--- config.mk ---
export PLATFORM = sky130hd
export DESIGN_NAME = scrolling_frame_window_mapper_core
export DESIGN_NICKNAME = d
export VERILOG_FILES = /design/src/sv/sfwm_pkg.sv /design/src/sv/sfwm_map.sv /design/src/sv/sfwm_outq.sv /design/src/sv/scrolling_frame_window_mapper_core.sv
export SDC_FILE = /design/constraint.sdc
export NUM_CORES = 1
export LEC_CHECK = 0
export BUFFER_PORTS_ARGS = -buffer_cell sky130_fd_sc_hd__buf_2
export CAP_MARGIN = 0
export CORE_AREA = 2 2 173 175
export DETAILED_ROUTE_END_ITERATION = 8
export DIE_AREA = 0 0 175 177
export PLACE_DENSITY = 0.67
export SKIP_LAST_GASP = 1
export SLEW_MARGIN = 20
export SYNTH_ARGS = -nofsm -noshare
export SYNTH_HDL_FRONTEND = slang
export SYNTH_SLANG_ARGS = --single-unit
--- constraint.sdc ---
create_clock -name aclk -period 13.65 [get_ports aclk]
set_clock_uncertainty 0.1 [all_clocks]
set_input_delay 2.73 -clock aclk [delete_from_list [all_inputs] [get_ports aclk]]
set_output_delay 2.73 -clock aclk [all_outputs]
set_load 0.02 [all_outputs]
--- src/sv/sfwm_pkg.sv ---
`default_nettype none

package sfwm_pkg;

    // Panel and frame memory geometry.
    localparam int VISIBLE_LINES   = 240;
    localparam int TOTAL_LINES     = 320;
    localparam int DISPLAY_COLUMNS = 240;

    // Frame memory line numbers need nine bits; sums of two line numbers need ten.
    localparam int LINE_W = 9;
    localparam int SUM_W  = LINE_W + 1;

    localparam logic [7:0]        COL_LAST  = 8'(DISPLAY_COLUMNS - 1);
    localparam logic [7:0]        VIS_LAST  = 8'(VISIBLE_LINES - 1);
    localparam logic [SUM_W-1:0]  TOTAL_S   = SUM_W'(TOTAL_LINES);
    localparam logic [SUM_W-1:0]  VIS_MOD_S = SUM_W'(VISIBLE_LINES % TOTAL_LINES);
    localparam logic [SUM_W-1:0]  DOWN_STEP = SUM_W'(TOTAL_LINES - (VISIBLE_LINES % TOTAL_LINES));

    // Item kinds on the input channel.
    typedef enum logic {
        FUNC_FLUSH   = 1'b0,
        FUNC_SET_DIR = 1'b1
    } func_t;

    // Scroll directions.
    typedef enum logic [2:0] {
        DIR_NONE  = 3'd0,
        DIR_UP    = 3'd1,
        DIR_DOWN  = 3'd2,
        DIR_LEFT  = 3'd3,
        DIR_RIGHT = 3'd4
    } dir_t;

    // One frame memory write.
    typedef struct packed {
        logic [7:0]        draw_x;
        logic [LINE_W-1:0] draw_y;
        logic [7:0]        draw_width;
        logic [7:0]        draw_height;
        logic [15:0]       buffer_offset;
        logic [LINE_W-1:0] scroll_start;
        logic              scroll_written;
        dir_t              direction_now;
        logic              last;
    } result_t;

    // All writes produced by one flush.
    typedef struct packed {
        result_t first;
        result_t second;
        logic    two;
    } flush_out_t;

    // Reduce a sum below twice the frame height into the ring.
    function automatic logic [LINE_W-1:0] ring_wrap(input logic [SUM_W-1:0] v);
        logic [SUM_W-1:0] r;
        begin
            r = (v >= TOTAL_S) ? (v - TOTAL_S) : v;
            return r[LINE_W-1:0];
        end
    endfunction

endpackage

`default_nettype wire

--- src/sv/sfwm_map.sv ---
`default_nettype none

module sfwm_map
    import sfwm_pkg::*;
(
    input  wire logic       aclk,
    input  wire logic       aresetn,
    input  wire logic       step,
    input  wire func_t      func,
    input  wire logic [2:0] new_direction,
    input  wire logic [7:0] area_left,
    input  wire logic [7:0] area_right,
    input  wire logic [7:0] area_top,
    input  wire logic [7:0] area_bottom,
    output flush_out_t      flush_out
);

    dir_t              dir_reg, dir_next;
    logic [LINE_W-1:0] wo_reg, wo_next;
    logic [LINE_W-1:0] so_reg, so_next;

    logic [7:0]        left_s, right_s, top_s, bottom_s, left_c, right_c, top_c, bottom_c;
    logic [7:0]        width, height;
    logic [LINE_W-1:0] y1, y2, h1_full;
    logic [LINE_W-1:0] to_scroll, ts_mod;
    logic              sw;
    logic [15:0]       wrap_offset;

    // Saturate the rectangle to the panel and fix reversed edges.
    always_comb begin
        left_s   = (area_left   > COL_LAST) ? COL_LAST : area_left;
        right_s  = (area_right  > COL_LAST) ? COL_LAST : area_right;
        top_s    = (area_top    > VIS_LAST) ? VIS_LAST : area_top;
        bottom_s = (area_bottom > VIS_LAST) ? VIS_LAST : area_bottom;
        left_c   = left_s;
        right_c  = (right_s < left_s) ? left_s : right_s;
        top_c    = top_s;
        bottom_c = (bottom_s < top_s) ? top_s : bottom_s;
        width    = 8'(right_c - left_c + 8'd1);
        height   = 8'(bottom_c - top_c + 8'd1);
    end

    // Offsets, direction and the one or two writes of a flush.
    always_comb begin
        dir_next  = dir_reg;
        wo_next   = wo_reg;
        so_next   = so_reg;
        sw        = 1'b0;
        to_scroll = LINE_W'(height);
        ts_mod    = '0;

        if (func == FUNC_SET_DIR) begin
            case (new_direction)
                DIR_NONE, DIR_UP, DIR_DOWN, DIR_LEFT, DIR_RIGHT:
                    dir_next = dir_t'(new_direction);
                default: dir_next = DIR_NONE;
            endcase
        end else begin
            // A new screen page begins when the rectangle reaches the entry edge.
            if (dir_reg == DIR_DOWN && bottom_c == VIS_LAST) begin
                wo_next = ring_wrap(SUM_W'(wo_reg) + DOWN_STEP);
            end else if (dir_reg == DIR_UP && top_c == 8'd0) begin
                wo_next = ring_wrap(SUM_W'(wo_reg) + VIS_MOD_S);
            end

            case (dir_reg)
                DIR_DOWN: begin
                    if (bottom_c != VIS_LAST) begin
                        if (top_c == 8'd0) begin
                            to_scroll = {height, 1'b0};
                            dir_next  = DIR_NONE;
                        end
                        sw = 1'b1;
                    end
                end
                DIR_UP: begin
                    if (top_c != 8'd0) begin
                        if (bottom_c == VIS_LAST) begin
                            to_scroll = {height, 1'b0};
                            dir_next  = DIR_NONE;
                        end
                        sw = 1'b1;
                    end
                end
                DIR_LEFT: begin
                    if (right_c == COL_LAST) dir_next = DIR_NONE;
                end
                DIR_RIGHT: begin
                    if (left_c == 8'd0) dir_next = DIR_NONE;
                end
                default: ;
            endcase

            ts_mod = ring_wrap(SUM_W'(to_scroll));
            if (sw) begin
                if (dir_reg == DIR_DOWN) begin
                    so_next = ring_wrap(SUM_W'(so_reg) + TOTAL_S - SUM_W'(ts_mod));
                end else begin
                    so_next = ring_wrap(SUM_W'(so_reg) + SUM_W'(ts_mod));
                end
            end
        end
    end

    // Frame memory lines of the rectangle's edges and the wrap split.
    always_comb begin
        y1          = ring_wrap(SUM_W'(top_c) + SUM_W'(wo_next));
        y2          = ring_wrap(SUM_W'(bottom_c) + SUM_W'(wo_next));
        h1_full     = LINE_W'(TOTAL_S - SUM_W'(y1));
        wrap_offset = 16'(width) * 16'(h1_full[7:0]);

        flush_out.two                  = (y2 < y1);

        flush_out.first.draw_x         = left_c;
        flush_out.first.draw_y         = y1;
        flush_out.first.draw_width     = width;
        flush_out.first.draw_height    = flush_out.two ? h1_full[7:0] : height;
        flush_out.first.buffer_offset  = 16'd0;
        flush_out.first.scroll_start   = so_next;
        flush_out.first.scroll_written = sw;
        flush_out.first.direction_now  = dir_next;
        flush_out.first.last           = !flush_out.two;

        flush_out.second.draw_x         = left_c;
        flush_out.second.draw_y         = '0;
        flush_out.second.draw_width     = width;
        flush_out.second.draw_height    = 8'(y2 + 9'd1);
        flush_out.second.buffer_offset  = wrap_offset;
        flush_out.second.scroll_start   = so_next;
        flush_out.second.scroll_written = sw;
        flush_out.second.direction_now  = dir_next;
        flush_out.second.last           = 1'b1;
    end

    // Scroll state advances once per consumed item.
    always_ff @(posedge aclk) begin
        if (!aresetn) begin
            dir_reg <= DIR_NONE;
            wo_reg  <= '0;
            so_reg  <= '0;
        end else if (step) begin
            dir_reg <= dir_next;
            wo_reg  <= wo_next;
            so_reg  <= so_next;
        end
    end

endmodule

`default_nettype wire

--- src/sv/sfwm_outq.sv ---
`default_nettype none

module sfwm_outq
    import sfwm_pkg::*;
(
    input  wire logic       aclk,
    input  wire logic       aresetn,
    input  wire logic       load,
    input  wire flush_out_t flush_in,
    output logic            can_load,
    output logic            out_valid,
    input  wire logic       out_ready,
    output result_t         out_item
);

    result_t    head_reg, tail_reg;
    logic [1:0] cnt_reg, cnt_next;

    // A flush may load once the queue is empty or its last item leaves now.
    assign can_load  = (cnt_reg == 2'd0) || (cnt_reg == 2'd1 && out_ready);
    assign out_valid = (cnt_reg != 2'd0);
    assign out_item  = head_reg;

    always_comb begin
        cnt_next = cnt_reg;
        if (load) begin
            cnt_next = flush_in.two ? 2'd2 : 2'd1;
        end else if (out_valid && out_ready) begin
            cnt_next = cnt_reg - 2'd1;
        end
    end

    always_ff @(posedge aclk) begin
        if (!aresetn) begin
            cnt_reg <= 2'd0;
        end else begin
            cnt_reg <= cnt_next;
        end
    end

    // Item payload: the head shows, the tail moves up when the head is taken.
    always_ff @(posedge aclk) begin
        if (load) begin
            head_reg <= flush_in.first;
            tail_reg <= flush_in.second;
        end else if (out_valid && out_ready) begin
            head_reg <= tail_reg;
        end
    end

endmodule

`default_nettype wire

--- src/sv/scrolling_frame_window_mapper_core.sv ---
`default_nettype none

// Scrolling frame window mapper. Each input item either sets the scroll
// direction (tuser high, no output) or flushes an update rectangle (tuser low),
// which yields one frame memory write, or two when the rectangle wraps past the
// last frame line; tlast marks the final write of a flush. An input item is
// registered, mapped combinationally against the scroll state and placed in a
// two-entry output queue. Direction items flow at one per cycle; flushes
// sustain one per cycle when unwrapped and the output is ready, while a wrapped
// flush holds the input until its second write is taken, the output port being
// the limit.
module scrolling_frame_window_mapper_core
    import sfwm_pkg::*;
(
    input  wire logic        aclk,
    input  wire logic        aresetn,
    input  wire logic        s_tvalid,
    output logic             s_tready,
    // new_direction[2:0], area_left[10:3], area_right[18:11],
    // area_top[26:19], area_bottom[34:27], zero[39:35]
    input  wire logic [39:0] s_tdata,
    // func[0]
    input  wire logic        s_tuser,
    output logic             m_tvalid,
    input  wire logic        m_tready,
    // draw_x[7:0], draw_y[16:8], draw_width[24:17], draw_height[32:25],
    // buffer_offset[48:33], scroll_start[57:49], scroll_written[58],
    // direction_now[61:59], zero[63:62]
    output logic [63:0]      m_tdata,
    output logic             m_tlast
);

    logic        in_valid_reg;
    logic [34:0] in_data_reg;
    func_t       in_func_reg;
    logic        step, q_can_load;
    flush_out_t  flush_out;
    result_t     head;

    // Input register consumes when the mapper can place its result.
    assign step     = in_valid_reg && (in_func_reg == FUNC_SET_DIR || q_can_load);
    assign s_tready = !in_valid_reg || step;

    always_ff @(posedge aclk) begin
        if (!aresetn) begin
            in_valid_reg <= 1'b0;
        end else if (s_tready) begin
            in_valid_reg <= s_tvalid;
        end
    end

    always_ff @(posedge aclk) begin
        if (s_tready && s_tvalid) begin
            in_data_reg <= s_tdata[34:0];
            in_func_reg <= func_t'(s_tuser);
        end
    end

    sfwm_map u_map (
        .aclk          (aclk),
        .aresetn       (aresetn),
        .step          (step),
        .func          (in_func_reg),
        .new_direction (in_data_reg[2:0]),
        .area_left     (in_data_reg[10:3]),
        .area_right    (in_data_reg[18:11]),
        .area_top      (in_data_reg[26:19]),
        .area_bottom   (in_data_reg[34:27]),
        .flush_out     (flush_out)
    );

    sfwm_outq u_outq (
        .aclk      (aclk),
        .aresetn   (aresetn),
        .load      (step && in_func_reg == FUNC_FLUSH),
        .flush_in  (flush_out),
        .can_load  (q_can_load),
        .out_valid (m_tvalid),
        .out_ready (m_tready),
        .out_item  (head)
    );

    // Pack the head write onto the result channel.
    assign m_tdata = {2'b00, head.direction_now, head.scroll_written, head.scroll_start,
                      head.buffer_offset, head.draw_height, head.draw_width,
                      head.draw_y, head.draw_x};
    assign m_tlast = head.last;

endmodule

`default_nettype wire

==> key figures <==
Final layout
  – Area delta synth->final: 11.39%
  – Fin util: 49.43%
  – Fin area: 14,460 sq um
  – Max FFs per register: 63
  – FILL cells: 2,676
  – Antenna Cells: 0
  – # nets final: 1,643
  – Most common cell after layout, fill and taps aside: ha_1
  – Commonest cells after routing, fill and taps aside: 141 x ha_1, 136 x edfxtp_1, 134 x inv_1
  – Layout cells sized above 1: 14.08%

STA
  – Period utilisation layout: 89.77%
  – Final worst path period need: 12.25 ns
  – Final Setup Violations: 0
  – Fmax achieved: 0.08161 GHz
  – Fin. max-slew vios: 0
  – Worst-margin pin slew: 0.9287 ns
  – Final Hold Fails: 0
  – Fin Setup TNS: 0 ns
  – Final WS setup: 1.397 ns
  – RSZ-0062 raised after global routing: no
  – Slew headroom: 38.08%

Setup path
  – Crit Path Class: flip-flop to flip-flop
  – Worst R2R Path Depth: 42
  – R2R Setup Slk: 1.40 ns
  – CP Data Required Time: 13.74 ns
  – Worst path max stage delay: 0.63 ns
  – Worst Setup End Kind: flip-flop
  – Crit start category: flip-flop
  – R2R Path End: u_outq.tail_reg[27]
  – Cell family with most CP delay: simple AND/OR/NAND/NOR gates
  – Reg2reg start: in_data_reg[24]
  – Crit-path max FO: 12
  – CP max-delay cell: nor2_1
  – Crit-path most repeated cell: ha_1
  – Worst path bufs/invs: 2
  – Crit path DAT: 12.35 ns

Run status
  – Outcome: completed

Power
  – Static Leakage: 0.006426 uW
  – Psw: 1421 uW
  – Total power: 3349 uW
  – Peak VDD IR: 0.0003022 V
  – Comb pwr share: 60.8%
  – Register share of total power: 23.8%
  – PwrDens: 231.7 nW/um^2
  – Share of total power in the clock network: 15.4%
  – Sw Share: 42.43%
  – Internal power: 1928 uW

Global route
  – Largest net degree at the start of global routing: 79
  – Vias in the first global route: 9,639
  – Grt ovf: 0
  – GRT Total Usage: 20.04%
  – Antenna violations before repair: 0
  – First-pass GRT wire length: 48,670 um

Detailed routing
  – DR WL/cell: 16.45 um
  – Initial DRC Count: 810
  – WL final: 29,910 um
  – # DRC: 0
  – Detailed-route via count: 9,855
  – Routed Antenna Nets: 0
  – Vias per inst: 5.421
  – Initial DRT Pass Iterations: 5

Floorplanning
  – Row count: 63
  – Number of I/O pins: 112
  – CORE AREA: 29,240 sq um
  – Die span in y: 177 um
  – Starting Density: 44.38%
  – Die width: 175 um
  – Die ar.: 30,980 sq um

Synth
  – Avg Inst Size Synth: 9.707 sq um
  – Synth area leaders: edfxtp_1 31%, ha_1 14%, fa_1 6.5%
  – Synthesized cell area: 12,980 sq um
  – Post-synthesis sequential element count: 172
  – Synth top area share: 31.47%
  – Mapped Cells: 1,337
  – Ys async rst share: 0%
  – Ys flop type: edfxtp_1
  – Netlist cell types: 86
  – Synth area leader: edfxtp_1
  – Synthesis Warnings: 0
  – Number of synthesized flops with an enable pin: 136
  – Sequential share of the synthesized area: 37.02%

Min path
  – Hold Path End: u_outq.out_item[14]
  – Hold crit path type: flip-flop to flip-flop
  – Critical hold path startpoint: u_outq.out_item[14]
  – Hold Crit Depth: 2

Clock tree
  – Latest clock arrival within the worst-skew pair: 0.45 ns
  – Clk buf depth: 2
  – TritonCTS Buffers: 17
  – Clock Sink Count: 172
  – Worst-path clk slew: 0.07 ns
  – Cts hold-fix bufs: 0
  – Post CTS Setup Buffer Count: 0
  – CTS tree: done
  – H-tree Lvls: 4
  – PostCTS Resize Cnt: 0
  – Root Buffer: clkbuf_16

Job
  – Max cap viols: 0

Place
  – GPL Wtd Cong: 0.9326
  – Post-Place Cell Area: 13,840 sq um
  – PortBufs: 104
  – Hpwl dp: 21,930 um
  – Setup WS pre-CTS: 1.646 ns
-- cell families (layout without fill, tap and decap cells) --
logic type                 count (synthesis)  in the layout  synth area share, %
muxes                                     32             32                2.661
adders and majority gates                183            183                20.07
and+or+nand+nor                          413            413                15.49
other                                      1              2              0.02889
DFF                                      172            172                37.02
AOI/OAI and AO/OA                        273            273                13.96
xor gates and xnor gates                  72             72                5.003
buffers and inverters                    191            281                5.765
-- power by group through the flow --
stage | clock (uW) | sequential [uW] | combinational [uW]
floorplan | 0 | 851 | 1560
global placement | 0 | 805 | 1990
detailed placement | 0 | 806 | 2020
CTS | 526 | 796 | 2050
global route | 547 | 804 | 2370
finish | 516 | 796 | 2040
-- worst max-delay path by stage --
stage	start	endpoint	slack, ns	cells past startpoint
after floorplan	in_data_reg[34]	u_outq.tail_reg[27]	3.37	44
after global placement	in_data_reg[24]	u_outq.tail_reg[27]	1.82	42
after detailed placement	in_data_reg[24]	u_outq.tail_reg[27]	1.65	42
after CTS	in_data_reg[24]	u_outq.tail_reg[27]	1.57	42
after global routing	in_data_reg[24]	u_outq.tail_reg[29]	0.53	42
final	in_data_reg[24]	u_outq.tail_reg[27]	1.40	42
-- routing by layer --
| layer | wire length (um) | GRT usage [%] |
|---|---|---|
| met1 | 13940 | 27.10 |
| met2 | 13560 | 32.21 |
| met3 | 1507 | 3.114 |
| met4 | 903 | 8.264 |
| met5 | 0 | 0 |
-- cell usage after synthesis (all sizes together), types with 4 or more instances --
library cell    n
a2111oi         4
a211oi          8
a21boi         11
a21o           27
a21oi          81
a31oi           8
a41oi           4
and2           22
and3           13
buf            12
clkbuf         44
dfxtp          36
edfxtp        136
fa             42
ha            141
inv           134
mux2           20
mux2i          12
nand2         133
nand2b         11
nand3          50
nand4           7
nor2           98
nor2b          21
nor3           18
nor3b           4
nor4            8
o211a           6
o211ai          5
o21a           11
o21ai          66
o21bai          8
o22ai           4
o31ai           4
or2             9
or3             7
xnor2          59
xor2           13
-- final cells by class --
cell class	instances	area (sq um)	area share [%]
sequential	172	4805	33.24
timing repair buffer	114	595.6	4.120
tap	390	488.0	3.375
inverter	135	506.7	3.505
clock inverter	14	188.9	1.307
multi-input combinational	975	7443	51.49
clock buffer	18	429.2	2.969
-- worst min-delay path: cells and delay by family, from the launching register on --
kind | cells | cell delay [ns]
compound gates | 1 | 0.05
simple gates | 1 | 0.05
flops | 1 | 0.31
-- through the flow --
stage          hold slack, ns  cells
2_1_floorplan          0.3713   1338
3_3_place_gp           0.3444   1786
3_5_place_dp           0.3451   1786
4_1_cts                0.3552   1818
5_1_grt                0.3757   1818
6_report               0.3536   1818
Note: power is estimated with default switching activity, not from simulation.
